[src/hdl/lpbs_pkg.sv]
// shared types, constants and register codes of the blanking sequencer
// no dependencies

package lpbs_pkg;

  // default widths of the datapath
  localparam int COORD_FRAC_BITS_DEF = 16;
  localparam int COLOR_BITS_DEF      = 8;

  // fixed register widths
  localparam int MODE_W     = 4;
  localparam int SCALE_W    = 16;
  localparam int SCALE_FRAC = 12;
  localparam int OFFSET_W   = 18;
  localparam int COUNT_W    = 4;
  localparam int CFG_IDX_W  = 3;
  localparam int CFG_DATA_W = 18;

  // depth of the queue between front and back
  localparam int QUEUE_DEPTH = 4;

  // mode bit positions
  localparam int MODE_FLIP_X = 0;
  localparam int MODE_FLIP_Y = 1;
  localparam int MODE_CAP_X  = 2;
  localparam int MODE_CAP_Y  = 3;

  // register reset values
  localparam logic [MODE_W-1:0]          MODE_RST   = '0;
  localparam logic signed [SCALE_W-1:0]  SCALE_RST  = 16'sd4096;
  localparam logic signed [OFFSET_W-1:0] OFFSET_RST = '0;
  localparam logic [COUNT_W-1:0]         BLANK_RST  = 4'd15;
  localparam logic [COUNT_W-1:0]         END_RST    = 4'd15;

  // register indexes
  typedef enum logic [CFG_IDX_W-1:0] {
    REG_MODE     = 3'd0,
    REG_SCALE_X  = 3'd1,
    REG_SCALE_Y  = 3'd2,
    REG_OFFSET_X = 3'd3,
    REG_OFFSET_Y = 3'd4,
    REG_BLANK    = 3'd5,
    REG_END      = 3'd6
  } lpbs_reg_e;

  // configuration as seen by front and back
  typedef struct packed {
    logic [MODE_W-1:0]          mode;
    logic signed [SCALE_W-1:0]  scale_x;
    logic signed [SCALE_W-1:0]  scale_y;
    logic signed [OFFSET_W-1:0] offset_x;
    logic signed [OFFSET_W-1:0] offset_y;
    logic [COUNT_W-1:0]         blank_count;
    logic [COUNT_W-1:0]         end_count;
  } lpbs_cfg_t;

  // phases of the output sequencer
  typedef enum logic [2:0] {
    PH_IDLE,
    PH_BLANK_PRE,
    PH_DWELL_PRE,
    PH_VERTEX,
    PH_DWELL_POST,
    PH_BLANK_POST
  } lpbs_phase_e;

endpackage

[src/hdl/lpbs_fifo.sv]
// short register queue between the transform front and the sequencer back
// depends on lpbs_pkg for the default depth

module lpbs_fifo #(
  parameter int WIDTH = 8,
  parameter int DEPTH = lpbs_pkg::QUEUE_DEPTH
) (
  input  logic             clk_i,
  input  logic             rst_ni,
  input  logic             push_i,
  input  logic [WIDTH-1:0] data_i,
  output logic             full_o,
  input  logic             pop_i,
  output logic [WIDTH-1:0] data_o,
  output logic             empty_o
);

  localparam int AW   = (DEPTH > 1) ? $clog2(DEPTH) : 1;
  localparam int CNTW = $clog2(DEPTH + 1);

  logic [WIDTH-1:0] mem_q [DEPTH];
  logic [AW-1:0]    wr_ptr_q, wr_ptr_d;
  logic [AW-1:0]    rd_ptr_q, rd_ptr_d;
  logic [CNTW-1:0]  cnt_q, cnt_d;
  logic             do_push, do_pop;

  assign full_o  = (cnt_q == CNTW'(DEPTH));
  assign empty_o = (cnt_q == '0);
  assign do_push = push_i && !full_o;
  assign do_pop  = pop_i && !empty_o;
  assign data_o  = mem_q[rd_ptr_q];

  // pointer and fill count update
  always_comb begin
    wr_ptr_d = wr_ptr_q;
    rd_ptr_d = rd_ptr_q;
    if (do_push) begin
      wr_ptr_d = (wr_ptr_q == AW'(DEPTH - 1)) ? '0 : wr_ptr_q + 1'b1;
    end
    if (do_pop) begin
      rd_ptr_d = (rd_ptr_q == AW'(DEPTH - 1)) ? '0 : rd_ptr_q + 1'b1;
    end
    cnt_d = cnt_q + CNTW'(do_push) - CNTW'(do_pop);
  end

  always_ff @(posedge clk_i or negedge rst_ni) begin
    if (!rst_ni) begin
      wr_ptr_q <= '0;
      rd_ptr_q <= '0;
      cnt_q    <= '0;
    end else begin
      wr_ptr_q <= wr_ptr_d;
      rd_ptr_q <= rd_ptr_d;
      cnt_q    <= cnt_d;
    end
  end

  // entry storage
  always_ff @(posedge clk_i) begin
    if (do_push) begin
      mem_q[wr_ptr_q] <= data_i;
    end
  end

endmodule

[src/hdl/lpbs_front.sv]
// vertex transform front: flip, scale about centre, offset, cap or wrap
// depends on lpbs_pkg; feeds lpbs_fifo

module lpbs_front #(
  parameter int COORD_FRAC_BITS = lpbs_pkg::COORD_FRAC_BITS_DEF,
  parameter int COLOR_BITS      = lpbs_pkg::COLOR_BITS_DEF
) (
  input  logic                      clk_i,
  input  logic                      rst_ni,
  input  lpbs_pkg::lpbs_cfg_t       cfg_i,
  input  logic                      push_i,
  output logic                      full_o,
  input  logic [COORD_FRAC_BITS:0]  pos_x_i,
  input  logic [COORD_FRAC_BITS:0]  pos_y_i,
  input  logic [COLOR_BITS-1:0]     red_i,
  input  logic [COLOR_BITS-1:0]     green_i,
  input  logic [COLOR_BITS-1:0]     blue_i,
  input  logic [COLOR_BITS-1:0]     alpha_i,
  input  logic                      first_vertex_i,
  input  logic                      last_vertex_i,
  output logic                      q_push_o,
  output logic [2*(COORD_FRAC_BITS+1)+4*COLOR_BITS+1:0] q_data_o,
  input  logic                      q_full_i
);

  import lpbs_pkg::*;

  localparam int CW = COORD_FRAC_BITS + 1;
  localparam int FW = COORD_FRAC_BITS + 2;
  localparam int DW = COORD_FRAC_BITS + 3;
  localparam int PW = DW + SCALE_W;
  localparam int SW = PW - SCALE_FRAC;
  localparam int VW = (COORD_FRAC_BITS + 9 > OFFSET_W + 1) ? COORD_FRAC_BITS + 9
                                                            : OFFSET_W + 1;
  localparam int KW = 4 * COLOR_BITS;

  localparam logic signed [FW-1:0] OneF  = {2'b01, {COORD_FRAC_BITS{1'b0}}};
  localparam logic signed [DW-1:0] HalfD = {4'b0001, {(COORD_FRAC_BITS-1){1'b0}}};
  localparam logic signed [VW-1:0] HalfV =
    {{(VW-COORD_FRAC_BITS){1'b0}}, 1'b1, {(COORD_FRAC_BITS-1){1'b0}}};
  localparam logic signed [VW-1:0] OneV =
    {{(VW-COORD_FRAC_BITS-1){1'b0}}, 1'b1, {COORD_FRAC_BITS{1'b0}}};
  localparam logic [CW-1:0] OneC = {1'b1, {COORD_FRAC_BITS{1'b0}}};

  // optional flip v -> 1 - v
  function automatic logic signed [FW-1:0] flip_axis(input logic [CW-1:0] raw,
                                                     input logic flip);
    logic signed [FW-1:0] v;
    v = $signed(FW'(raw));
    if (flip) begin
      v = OneF - v;
    end
    return v;
  endfunction

  // floor-shift the product or take the unscaled value, offset, cap or wrap
  function automatic logic [CW-1:0] finish_axis(input logic signed [PW-1:0] prod,
                                                input logic signed [FW-1:0] vf,
                                                input logic scaling,
                                                input logic signed [OFFSET_W-1:0] off,
                                                input logic cap);
    logic signed [SW-1:0] sh;
    logic signed [VW-1:0] base;
    logic signed [VW-1:0] sum;
    logic [CW-1:0]        res;
    sh = prod[PW-1:SCALE_FRAC];
    if (scaling) begin
      base = $signed({{(VW-SW){sh[SW-1]}}, sh}) + HalfV;
    end else begin
      base = $signed({{(VW-FW){vf[FW-1]}}, vf});
    end
    sum = base + $signed({{(VW-OFFSET_W){off[OFFSET_W-1]}}, off});
    if (sum[VW-1]) begin
      // below zero: clamp, or fractional part with whole values going to one
      if (cap) begin
        res = '0;
      end else if (sum[COORD_FRAC_BITS-1:0] == '0) begin
        res = OneC;
      end else begin
        res = {1'b0, sum[COORD_FRAC_BITS-1:0]};
      end
    end else if (sum > OneV) begin
      res = cap ? OneC : {1'b0, sum[COORD_FRAC_BITS-1:0]};
    end else begin
      res = sum[CW-1:0];
    end
    return res;
  endfunction

  logic                 valid_a_q, valid_a_d;
  logic                 accept;
  logic signed [FW-1:0] vf_x, vf_y;
  logic signed [DW-1:0] d_x, d_y;
  logic signed [PW-1:0] prod_x_d, prod_y_d;
  logic signed [PW-1:0] prod_x_q, prod_y_q;
  logic signed [FW-1:0] vf_x_q, vf_y_q;
  logic [KW-1:0]        col_q;
  logic                 first_q, last_q;
  logic                 scaling;
  logic [CW-1:0]        res_x, res_y;

  // input side: flip, centre and multiply by the scale
  assign vf_x     = flip_axis(pos_x_i, cfg_i.mode[MODE_FLIP_X]);
  assign vf_y     = flip_axis(pos_y_i, cfg_i.mode[MODE_FLIP_Y]);
  assign d_x      = $signed({{(DW-FW){vf_x[FW-1]}}, vf_x}) - HalfD;
  assign d_y      = $signed({{(DW-FW){vf_y[FW-1]}}, vf_y}) - HalfD;
  assign prod_x_d = d_x * $signed(cfg_i.scale_x);
  assign prod_y_d = d_y * $signed(cfg_i.scale_y);

  // stage handshake towards the queue
  assign full_o   = valid_a_q && q_full_i;
  assign accept   = push_i && !full_o;
  assign q_push_o = valid_a_q && !q_full_i;

  always_comb begin
    valid_a_d = valid_a_q;
    if (accept) begin
      valid_a_d = 1'b1;
    end else if (q_push_o) begin
      valid_a_d = 1'b0;
    end
  end

  always_ff @(posedge clk_i or negedge rst_ni) begin
    if (!rst_ni) begin
      valid_a_q <= 1'b0;
    end else begin
      valid_a_q <= valid_a_d;
    end
  end

  // product stage payload
  always_ff @(posedge clk_i) begin
    if (accept) begin
      prod_x_q <= prod_x_d;
      prod_y_q <= prod_y_d;
      vf_x_q   <= vf_x;
      vf_y_q   <= vf_y;
      col_q    <= {red_i, green_i, blue_i, alpha_i};
      first_q  <= first_vertex_i;
      last_q   <= last_vertex_i;
    end
  end

  // output side: finish both axes and pack the queue entry
  assign scaling = (cfg_i.scale_x != '0) || (cfg_i.scale_y != '0);
  assign res_x   = finish_axis(prod_x_q, vf_x_q, scaling, cfg_i.offset_x,
                               cfg_i.mode[MODE_CAP_X]);
  assign res_y   = finish_axis(prod_y_q, vf_y_q, scaling, cfg_i.offset_y,
                               cfg_i.mode[MODE_CAP_Y]);
  assign q_data_o = {res_x, res_y, col_q, first_q, last_q};

endmodule

[src/hdl/lpbs_back.sv]
// output sequencer: blanking, dwell and vertex beats per queued vertex
// depends on lpbs_pkg; reads from lpbs_fifo

module lpbs_back #(
  parameter int COORD_FRAC_BITS = lpbs_pkg::COORD_FRAC_BITS_DEF,
  parameter int COLOR_BITS      = lpbs_pkg::COLOR_BITS_DEF
) (
  input  logic                      clk_i,
  input  logic                      rst_ni,
  input  lpbs_pkg::lpbs_cfg_t       cfg_i,
  input  logic                      q_empty_i,
  input  logic [2*(COORD_FRAC_BITS+1)+4*COLOR_BITS+1:0] q_data_i,
  output logic                      q_pop_o,
  output logic                      empty_o,
  input  logic                      pop_i,
  output logic [COORD_FRAC_BITS:0]  out_x_o,
  output logic [COORD_FRAC_BITS:0]  out_y_o,
  output logic [COLOR_BITS-1:0]     out_red_o,
  output logic [COLOR_BITS-1:0]     out_green_o,
  output logic [COLOR_BITS-1:0]     out_blue_o,
  output logic [COLOR_BITS-1:0]     out_alpha_o,
  output logic                      last_of_run_o
);

  import lpbs_pkg::*;

  localparam int CW = COORD_FRAC_BITS + 1;
  localparam int KW = 4 * COLOR_BITS;
  localparam int COL_LO = 2;
  localparam int Y_LO   = COL_LO + KW;
  localparam int X_LO   = Y_LO + CW;

  // next phase with a non-empty run
  function automatic lpbs_phase_e next_phase(input lpbs_phase_e ph,
                                             input logic first,
                                             input logic last,
                                             input logic [COUNT_W-1:0] bc,
                                             input logic [COUNT_W-1:0] ec);
    lpbs_phase_e nxt;
    nxt = PH_IDLE;
    case (ph)
      PH_IDLE: begin
        if (first && bc != '0)      nxt = PH_BLANK_PRE;
        else if (first && ec != '0) nxt = PH_DWELL_PRE;
        else                        nxt = PH_VERTEX;
      end
      PH_BLANK_PRE: begin
        nxt = (ec != '0) ? PH_DWELL_PRE : PH_VERTEX;
      end
      PH_DWELL_PRE: begin
        nxt = PH_VERTEX;
      end
      PH_VERTEX: begin
        if (last && ec != '0)      nxt = PH_DWELL_POST;
        else if (last && bc != '0) nxt = PH_BLANK_POST;
        else                       nxt = PH_IDLE;
      end
      PH_DWELL_POST: begin
        nxt = (bc != '0) ? PH_BLANK_POST : PH_IDLE;
      end
      default: begin
        nxt = PH_IDLE;
      end
    endcase
    return nxt;
  endfunction

  // run length loaded on entering a phase
  function automatic logic [COUNT_W-1:0] run_length(input lpbs_phase_e ph,
                                                    input logic [COUNT_W-1:0] bc,
                                                    input logic [COUNT_W-1:0] ec);
    logic [COUNT_W-1:0] n;
    case (ph)
      PH_BLANK_PRE, PH_BLANK_POST: n = bc;
      PH_DWELL_PRE, PH_DWELL_POST: n = ec;
      default:                     n = '0;
    endcase
    return n;
  endfunction

  lpbs_phase_e        state_q, state_d, nxt;
  logic [COUNT_W-1:0] cnt_q, cnt_d;
  logic [CW-1:0]      ent_x_q, ent_y_q;
  logic [KW-1:0]      ent_col_q;
  logic               ent_first_q, ent_last_q;
  logic               load, emit, blank, run_end, can_emit;
  logic               out_valid_q, out_valid_d;
  logic [CW-1:0]      out_x_q, out_y_q;
  logic [KW-1:0]      out_col_q;
  logic               out_last_q;

  assign can_emit = !out_valid_q || pop_i;

  // sequencer next state and beat generation
  always_comb begin
    state_d = state_q;
    cnt_d   = cnt_q;
    q_pop_o = 1'b0;
    load    = 1'b0;
    emit    = 1'b0;
    blank   = 1'b0;
    run_end = 1'b0;
    nxt     = PH_IDLE;
    case (state_q)
      PH_IDLE: begin
        if (!q_empty_i) begin
          q_pop_o = 1'b1;
          load    = 1'b1;
          nxt     = next_phase(PH_IDLE, q_data_i[1], q_data_i[0],
                               cfg_i.blank_count, cfg_i.end_count);
          state_d = nxt;
          cnt_d   = run_length(nxt, cfg_i.blank_count, cfg_i.end_count);
        end
      end
      PH_BLANK_PRE, PH_DWELL_PRE, PH_VERTEX, PH_DWELL_POST, PH_BLANK_POST: begin
        if (can_emit) begin
          emit  = 1'b1;
          blank = (state_q == PH_BLANK_PRE) || (state_q == PH_BLANK_POST);
          if (state_q != PH_VERTEX && cnt_q > 4'd1) begin
            cnt_d = cnt_q - 1'b1;
          end else begin
            nxt     = next_phase(state_q, ent_first_q, ent_last_q,
                                 cfg_i.blank_count, cfg_i.end_count);
            state_d = nxt;
            cnt_d   = run_length(nxt, cfg_i.blank_count, cfg_i.end_count);
            run_end = (nxt == PH_IDLE);
          end
        end
      end
      default: begin
        state_d = PH_IDLE;
      end
    endcase
  end

  // output register occupancy
  always_comb begin
    out_valid_d = out_valid_q;
    if (emit) begin
      out_valid_d = 1'b1;
    end else if (pop_i) begin
      out_valid_d = 1'b0;
    end
  end

  always_ff @(posedge clk_i or negedge rst_ni) begin
    if (!rst_ni) begin
      state_q     <= PH_IDLE;
      cnt_q       <= '0;
      out_valid_q <= 1'b0;
    end else begin
      state_q     <= state_d;
      cnt_q       <= cnt_d;
      out_valid_q <= out_valid_d;
    end
  end

  // current vertex held for the whole run
  always_ff @(posedge clk_i) begin
    if (load) begin
      ent_x_q     <= q_data_i[X_LO +: CW];
      ent_y_q     <= q_data_i[Y_LO +: CW];
      ent_col_q   <= q_data_i[COL_LO +: KW];
      ent_first_q <= q_data_i[1];
      ent_last_q  <= q_data_i[0];
    end
  end

  // result beat register
  always_ff @(posedge clk_i) begin
    if (emit) begin
      out_x_q    <= ent_x_q;
      out_y_q    <= ent_y_q;
      out_col_q  <= blank ? '0 : ent_col_q;
      out_last_q <= run_end;
    end
  end

  assign empty_o       = !out_valid_q;
  assign out_x_o       = out_x_q;
  assign out_y_o       = out_y_q;
  assign out_red_o     = out_col_q[3*COLOR_BITS +: COLOR_BITS];
  assign out_green_o   = out_col_q[2*COLOR_BITS +: COLOR_BITS];
  assign out_blue_o    = out_col_q[COLOR_BITS +: COLOR_BITS];
  assign out_alpha_o   = out_col_q[0 +: COLOR_BITS];
  assign last_of_run_o = out_last_q;

endmodule

[src/hdl/laser_point_blanking_sequencer.sv]
// top level of the laser point blanking sequencer: registers, front, queue, back
// depends on lpbs_pkg, lpbs_front, lpbs_fifo and lpbs_back
//
//   channel   handshake          payload
//   vertex    push / full        pos_x_i pos_y_i red_i green_i blue_i alpha_i
//                                first_vertex_i last_vertex_i
//   result    empty / pop        out_x_o out_y_o out_red_o out_green_o
//                                out_blue_o out_alpha_o last_of_run_o
//   config    cfg_we_i           cfg_idx_i cfg_data_i
//
// the front takes one vertex a cycle unless the queue is full, into a 4-entry
// queue after one product stage; the back sequencer loads a vertex when idle,
// then emits its blank, dwell and vertex results as the result register frees;
// a plain vertex gives only the vertex result, first and last ones the runs too
// reset is asynchronous and active low; no clearing pass after it
// a low pop stalls the back only; the front keeps filling until the queue is full

module laser_point_blanking_sequencer #(
  parameter int COORD_FRAC_BITS = lpbs_pkg::COORD_FRAC_BITS_DEF,
  parameter int COLOR_BITS      = lpbs_pkg::COLOR_BITS_DEF
) (
  input  logic                             clk_i,
  input  logic                             rst_ni,
  input  logic                             cfg_we_i,
  input  logic [lpbs_pkg::CFG_IDX_W-1:0]   cfg_idx_i,
  input  logic [lpbs_pkg::CFG_DATA_W-1:0]  cfg_data_i,
  input  logic                             push,
  output logic                             full,
  input  logic [COORD_FRAC_BITS:0]         pos_x_i,
  input  logic [COORD_FRAC_BITS:0]         pos_y_i,
  input  logic [COLOR_BITS-1:0]            red_i,
  input  logic [COLOR_BITS-1:0]            green_i,
  input  logic [COLOR_BITS-1:0]            blue_i,
  input  logic [COLOR_BITS-1:0]            alpha_i,
  input  logic                             first_vertex_i,
  input  logic                             last_vertex_i,
  output logic                             empty,
  input  logic                             pop,
  output logic [COORD_FRAC_BITS:0]         out_x_o,
  output logic [COORD_FRAC_BITS:0]         out_y_o,
  output logic [COLOR_BITS-1:0]            out_red_o,
  output logic [COLOR_BITS-1:0]            out_green_o,
  output logic [COLOR_BITS-1:0]            out_blue_o,
  output logic [COLOR_BITS-1:0]            out_alpha_o,
  output logic                             last_of_run_o
);

  import lpbs_pkg::*;

  localparam int EW = 2 * (COORD_FRAC_BITS + 1) + 4 * COLOR_BITS + 2;

  lpbs_cfg_t     cfg_q, cfg_d;
  logic          q_push, q_full, q_pop, q_empty;
  logic [EW-1:0] q_wdata, q_rdata;

  // configuration register writes
  always_comb begin
    cfg_d = cfg_q;
    if (cfg_we_i) begin
      case (cfg_idx_i)
        REG_MODE:     cfg_d.mode        = cfg_data_i[MODE_W-1:0];
        REG_SCALE_X:  cfg_d.scale_x     = cfg_data_i[SCALE_W-1:0];
        REG_SCALE_Y:  cfg_d.scale_y     = cfg_data_i[SCALE_W-1:0];
        REG_OFFSET_X: cfg_d.offset_x    = cfg_data_i[OFFSET_W-1:0];
        REG_OFFSET_Y: cfg_d.offset_y    = cfg_data_i[OFFSET_W-1:0];
        REG_BLANK:    cfg_d.blank_count = cfg_data_i[COUNT_W-1:0];
        REG_END:      cfg_d.end_count   = cfg_data_i[COUNT_W-1:0];
        default:      cfg_d = cfg_q;
      endcase
    end
  end

  always_ff @(posedge clk_i or negedge rst_ni) begin
    if (!rst_ni) begin
      cfg_q.mode        <= MODE_RST;
      cfg_q.scale_x     <= SCALE_RST;
      cfg_q.scale_y     <= SCALE_RST;
      cfg_q.offset_x    <= OFFSET_RST;
      cfg_q.offset_y    <= OFFSET_RST;
      cfg_q.blank_count <= BLANK_RST;
      cfg_q.end_count   <= END_RST;
    end else begin
      cfg_q <= cfg_d;
    end
  end

  // transform front
  lpbs_front #(
    .COORD_FRAC_BITS(COORD_FRAC_BITS),
    .COLOR_BITS     (COLOR_BITS)
  ) u_front (
    .clk_i         (clk_i),
    .rst_ni        (rst_ni),
    .cfg_i         (cfg_q),
    .push_i        (push),
    .full_o        (full),
    .pos_x_i       (pos_x_i),
    .pos_y_i       (pos_y_i),
    .red_i         (red_i),
    .green_i       (green_i),
    .blue_i        (blue_i),
    .alpha_i       (alpha_i),
    .first_vertex_i(first_vertex_i),
    .last_vertex_i (last_vertex_i),
    .q_push_o      (q_push),
    .q_data_o      (q_wdata),
    .q_full_i      (q_full)
  );

  // decoupling queue
  lpbs_fifo #(
    .WIDTH(EW),
    .DEPTH(QUEUE_DEPTH)
  ) u_fifo (
    .clk_i  (clk_i),
    .rst_ni (rst_ni),
    .push_i (q_push),
    .data_i (q_wdata),
    .full_o (q_full),
    .pop_i  (q_pop),
    .data_o (q_rdata),
    .empty_o(q_empty)
  );

  // output sequencer
  lpbs_back #(
    .COORD_FRAC_BITS(COORD_FRAC_BITS),
    .COLOR_BITS     (COLOR_BITS)
  ) u_back (
    .clk_i        (clk_i),
    .rst_ni       (rst_ni),
    .cfg_i        (cfg_q),
    .q_empty_i    (q_empty),
    .q_data_i     (q_rdata),
    .q_pop_o      (q_pop),
    .empty_o      (empty),
    .pop_i        (pop),
    .out_x_o      (out_x_o),
    .out_y_o      (out_y_o),
    .out_red_o    (out_red_o),
    .out_green_o  (out_green_o),
    .out_blue_o   (out_blue_o),
    .out_alpha_o  (out_alpha_o),
    .last_of_run_o(last_of_run_o)
  );

endmodule

[config.mk]
export PLATFORM = sky130hd
export DESIGN_NAME = laser_point_blanking_sequencer
export DESIGN_NICKNAME = d
export VERILOG_FILES = /design/src/hdl/lpbs_pkg.sv /design/src/hdl/lpbs_fifo.sv /design/src/hdl/lpbs_front.sv /design/src/hdl/lpbs_back.sv /design/src/hdl/laser_point_blanking_sequencer.sv
export SDC_FILE = /design/constraint.sdc
export NUM_CORES = 2
export LEC_CHECK = 0
export ABC_AREA = 1
export BUFFER_PORTS_ARGS = -buffer_cell sky130_fd_sc_hd__buf_4
export CAP_MARGIN = 5
export CELL_PAD_IN_SITES_DETAIL_PLACEMENT = 1
export CELL_PAD_IN_SITES_GLOBAL_PLACEMENT = 2
export CORE_MARGIN = 8
export CORE_UTILIZATION = 44
export CTS_BUF_LIST = sky130_fd_sc_hd__clkbuf_8 sky130_fd_sc_hd__clkbuf_16
export DETAILED_ROUTE_END_ITERATION = 10
export PLACE_DENSITY = 0.88
export SLEW_MARGIN = 20
export SYNTH_ARGS = -nofsm -noshare
export SYNTH_HDL_FRONTEND = slang
export SYNTH_SLANG_ARGS = --single-unit
[constraint.sdc]
create_clock -name clk_i -period 18.3 [get_ports clk_i]
set_input_delay 3.66 -clock clk_i [delete_from_list [all_inputs] [get_ports clk_i]]
set_output_delay 3.66 -clock clk_i [all_outputs]
set_load 0.05 [all_outputs]
# --- Yosys cells after proc, flatten, opt, wreduce, memory -nomap -nowiden ---
# Memory sizes are Yosys's and may differ from the RTL's.
# Index checks and enable logic that the tools add are counted.
# Widths: inputs -> output; s select.
word_totals:
  latchBits: 0
  mem_bits_ro: 0
  regBits: 371
  wordCells: 176
  ramBits: 272
  output_inout_bits: 69
  n_memories: 1
mem_list:
  columns: ["memory", "depth", "width", "read_ports", "rd_clocked_by_memory_dff", "write_ports", "line_no", "rtl"]
  rows:
  - ["u_fifo.mem_q", 4, 68, 1, 0, 1, "lpbs_fifo.sv:21", "logic [WIDTH-1:0] mem_q [DEPTH];"]
op_classes:
  mux: 52
  div: 0
  n_mul: 2
  bitwise_logic: 2
  magnitude_cmp: 3
  reduce_logical: 47
  eq_ne: 26
  add_sub_neg: 13
  shift: 0
ops:
  columns: ["cell", "n"]
  rows:
  - ["$mux 17", 10]
  - ["$mul 19x16->35", 2]
  - ["$add 25x18->25", 2]
  - ["$gt 25x18->1 const B", 2]
  - ["$mux 25", 2]
  - ["$add 23x17->24 const B", 2]
  - ["$mux 3", 13]
  - ["$sub 18x17->19 const B", 2]
  - ["$mux 18", 2]
  - ["$sub 17x17->18 const A", 2]
  - ["$logic_not 16->1", 2]
  - ["$reduce_bool 16->1", 2]
  - ["$eq 3x3->1 const B", 10]
  - ["$pmux 4 s2", 3]
  - ["$eq 3x2->1 const B", 6]
  - ["$mux 1", 15]
  - ["$pmux 3 s5", 1]
  - ["$reduce_and 2->1", 7]
  - ["$eq 3x1->1 const B", 4]
  - ["$logic_and 1x1->1", 12]
  - ["$logic_not 3->1", 4]
  - ["$mux 4", 3]
  - ["$reduce_bool 4->1", 2]
  - ["$reduce_or 2->1", 4]
  - ["18 further kinds", 31]

# --- Longest topological paths before layout ---
logic_depth:
  ltp_word: 14
  mapped_depth: 39

# --- Modules after synthesis ---
# From an unflattened synthesis, not the netlist that was laid out.
unflattened:
  hier_cells: 5658
  area_unflattened_um2: 51536.9
by_module_without_submodules:
  columns: ["module", "cells_each", "n_inst", "seq_area_each_um2", "area_per_inst_um2"]
  rows:
  - ["lpbs_front", 4108, 1, 3508.4, 32053.2]
  - ["lpbs_fifo", 851, 1, 8343.0, 11160.7]
  - ["lpbs_back", 339, 1, 4254.1, 5129.9]
  - ["laser_point_blanking_sequencer", 360, 1, 2014.4, 3193.1]

# --- Least setup slack after synthesis ---
# Ideal clock, no wire load.
synth_timing:
  path_type: "input to register"
  startpoint: "in pos_y_i[0]"
  endpoint: "reg u_front.prod_y_q[33], data pin"
  path_buffers: 3
  setup_time_ns: 0.258
  arrival_time_ns: 10.174
  required_time_ns: 18.042
  path_stages: 35
  path_slack_ns: 7.868
  path_cell_list: "inv_1 -> ha_1 -> nand2_1 -> nor2_1 -> nand3_1 -> nor3_2 -> nand2_1 -> nor3_1 -> nand4_1 -> xnor2_2 -> o21ai_2 -> buf_6 -> nand2_1 -> inv_1 -> fa_1 -> fa_1 -> clkbuf_1 -> clkbuf_1 -> xnor2_1 -> nor2_1 -> a21oi_1 -> fa_1 -> inv_1 -> fa_1 -> inv_1 -> fa_1 -> inv_1 -> ha_1 -> a21oi_1 -> o21ai_0 -> a21oi_1 -> o21ai_0 -> a31oi_1 -> nand2_1 -> xor2_1"
synth_between:
  elab_chain_len: 4
synth_rtl:
  columns: ["item", "line_no", "rtl"]
  rows:
  - ["from (decl)", "laser_point_blanking_sequencer.sv:30", "input logic [COORD_FRAC_BITS:0] pos_y_i,"]
  - ["$sub 17x17->18", "lpbs_front.sv:51", "v = OneF - v;"]
  - ["$mux 18", "lpbs_front.sv:50", "if (flip) begin"]
  - ["named net u_front.vf_y[16]", "lpbs_front.sv:92", "logic signed [FW-1:0] vf_x, vf_y;"]
  - ["$sub 18x17->19", "lpbs_front.sv:106", "assign d_y = $signed({{(DW-FW){vf_y[FW-1]}}, vf_y}) - HalfD;"]
  - ["$mul 19x16->35", "lpbs_front.sv:108", "assign prod_y_d = d_y * $signed(cfg_i.scale_y);"]
  - ["named net u_front.prod_y_d[33]", "lpbs_front.sv:94", "logic signed [PW-1:0] prod_x_d, prod_y_d;"]
  - ["to (signal assigned)", "lpbs_front.sv:136", "prod_y_q <= prod_y_d;"]
  - ["to (decl)", "lpbs_front.sv:95", "logic signed [PW-1:0] prod_x_q, prod_y_q;"]
# The timed path passes the listed nets, and every way through them passes these cells.
# A chain may end at the register's enable or synchronous reset.

# --- Final worst setup path ---
# Ends and elaborated chain as after synthesis.

==> run metrics <==
Site Rows 123; delay of the slowest critical-path stage 1.04 ns; area grow syn2layout 10.62%; CTS resizes 0; worst path bufs/invs 6; Die W 353.2 µm; Final #Nets 6427; mapped cell area 50040 µm²; Root Buffer clkbuf_16; Post-Syn Nets 6299; dominant cell type by area after synthesis edfxtp_1; status finished, final reports clean; die height 353.2 µm; Final setup viols 0; Routed Antenna Nets 0; initial antenna violation count 4; Final Cycle Share 60.92%; ys flop type edfxtp_1; first-pass GRT wire length 239900 µm; CP Class in2reg; Rel. slew slack 33.06%; Post-Synthesis Cells 5373; Synth cell types 56; synth warn 0; DRC Markers 0; mean routed wirelength per cell 21.68 µm; Worst setup EP type flop; Avg Inst Size Synth 9.313 µm²; Num CTS Buffers 71; core area 112700 µm²; top-area cell type share of the netlist area 31.39%; Crit-path slowest cell fa_1; port bufs 162; RR Startpoint cfg_q[77]$_DFFE_PN0P_; Final Routed Wirelength 153000 µm; delay-heaviest family, CP adder cells; HPWL after detailed placement 117400 µm; number of synthesized flops with an enable pin 523; Worst Skew 0.04820 ns; Synth area leaders edfxtp_1, fa_1, inv_1, nand2_1, ha_1; layout cell share with drive strength beyond 1 7.075%; Period minus WS final 11.15 ns; aggregate negative setup slack 0 ns; Max-Cap Viols 0; Async SR Flop Fraction 15.51%; vias 37464; synthesized flop and latch total 619; met2 WL 75250 µm; DRT Pass-1 Iters 5; grt total ovfl 0; Seq/Total Area, Yosys 36.21%; fillers 12875; drt via density 5.310; Hold Path Origin u_back.ent_y_q[9]$_DFFE_PP_; Worst-Skew Late Latency 0.67 ns; # IOs 163; Post-CTS Hold Buffers 0; vias in the first global route 41736; CTS tree done; largest net degree at the start of global routing 95; RSZ-0062 raised after global routing false; clock-pin slew on the worst setup and hold paths 0.06 ns; Initial Util 44.42%; Crit Path Max Fanout 16; CP startpoint pos_y_i[0]; uppermost routed layer met5; Clock Path Buffers 3; CP required 18.67 ns; DR WL met3 8209 µm; Slew Viols, Final 0; WL met1 64990 µm; clk sink count 619; Hold Path Class reg2reg; Worst setup SP type input pin; gr usage total 24.44%; Hold Violations, Final 0; DRT iter0 DRCs 2438; routability cong. 0.8949; Post-CTS Setup Bufs 0; Max Freq 89.70 MHz; Die Footprint 124800 µm²; worst-margin pin slew 1.004 ns; most frequent cells in the layout inv_1, nand2_1, fa_1; H-Tree Depth 3; Worst EP arrival 11.52 ns; most common cell after layout, fill and taps aside inv_1
metal layers:
| metal | track usage (%) | vias up |
|---|---|---|
| met2 | 42.30 | 917 |
| li1 | - | 17062 |
| met4 | 7.158 | 2 |
| met3 | 4.279 | 246 |
| met1 | 31.39 | 19237 |
| met5 | 0 | - |
synth_stat cells (all sizes together), types with 32 or more instances:
master and number:
nand4 50, o21ai 323, clkbuf 141, inv 1128
edfxtp 523, nor3 32, dfrtp 86, xor2 68
a21oi 187, nand3 99, nor2 595, ha 236
o22ai 67, fa 596, nand2 1011, xnor2 50
metrics by stage:
step	std cells	utilization (%)	setup slack, ns	area [µm²]	hold WS, ns
final	7056	49.13	7.151	55350	0.4237
after global routing	7055	49.13	6.497	55350	0.4333
after CTS	7055	49.13	7.241	55340	0.4208
after detailed placement	6928	47.01	6.558	52960	0.4061
after global placement	6928	47.01	6.852	52960	0.4013
after floorplan	5373	-	7.868	50040	0.4003
cell families after synthesis:
| family | count (synthesis) | share of synthesized area (%) |
|---|---|---|
| buf+inv | 1301 | 9.827 |
| xor+xnor | 118 | 2.080 |
| simple gates | 1838 | 14.89 |
| flops | 619 | 36.21 |
| fa+ha+maj | 832 | 29.75 |
| compound gates | 665 | 7.249 |
final cells by class:
cell class              count  area, µm²  share of cell area, %
repair buffers            214       1607                  2.902
multi-input cells        3453      27060                  48.89
diodes                      1      2.502               0.004521
inverters                1142       4294                  7.758
clock inverters            52      539.3                 0.9743
well taps                1500       1877                  3.391
clock buffers              75       1843                  3.330
flip-flops and latches    619      18120                  32.75
path summary, 6_finish.rpt:
kind	end	cells past startpoint	slack, ns
worst min register to register	u_back.out_y_o[9]$_DFFE_PP_	0	0.42
worst min-delay path	u_back.out_y_o[9]$_DFFE_PP_	0	0.42
worst max-delay path	u_front.prod_y_q[33]$_DFFE_PP_	33	7.15
worst max register to register	u_front.prod_y_q[33]$_DFFE_PP_	26	10.55
min in group asynchronous	cfg_q[45]$_DFFE_PN0P_	1	3.00
max in group asynchronous	u_fifo.rd_ptr_q[0]$_DFFE_PN0P_	2	13.92
flip-flops by register name, indices dropped and copies added (netlist names), 4 cells and up:
register	cells
u_back.out_col_q	32
u_back.out_x_o	17
u_front.prod_y_q	23
u_fifo.mem_q	272
u_back.cnt_q	4
cfg_q	80
u_front.vf_y_q	18
u_back.ent_x_q	17
u_back.out_y_o	17
u_back.ent_y_q	17
u_front.vf_x_q	18
u_front.prod_x_q	23
u_front.col_q	32
u_back.ent_col_q	32
Power is not shown: default switching activity piles up to over one toggle a cycle in this logic, so the estimate is an artifact.
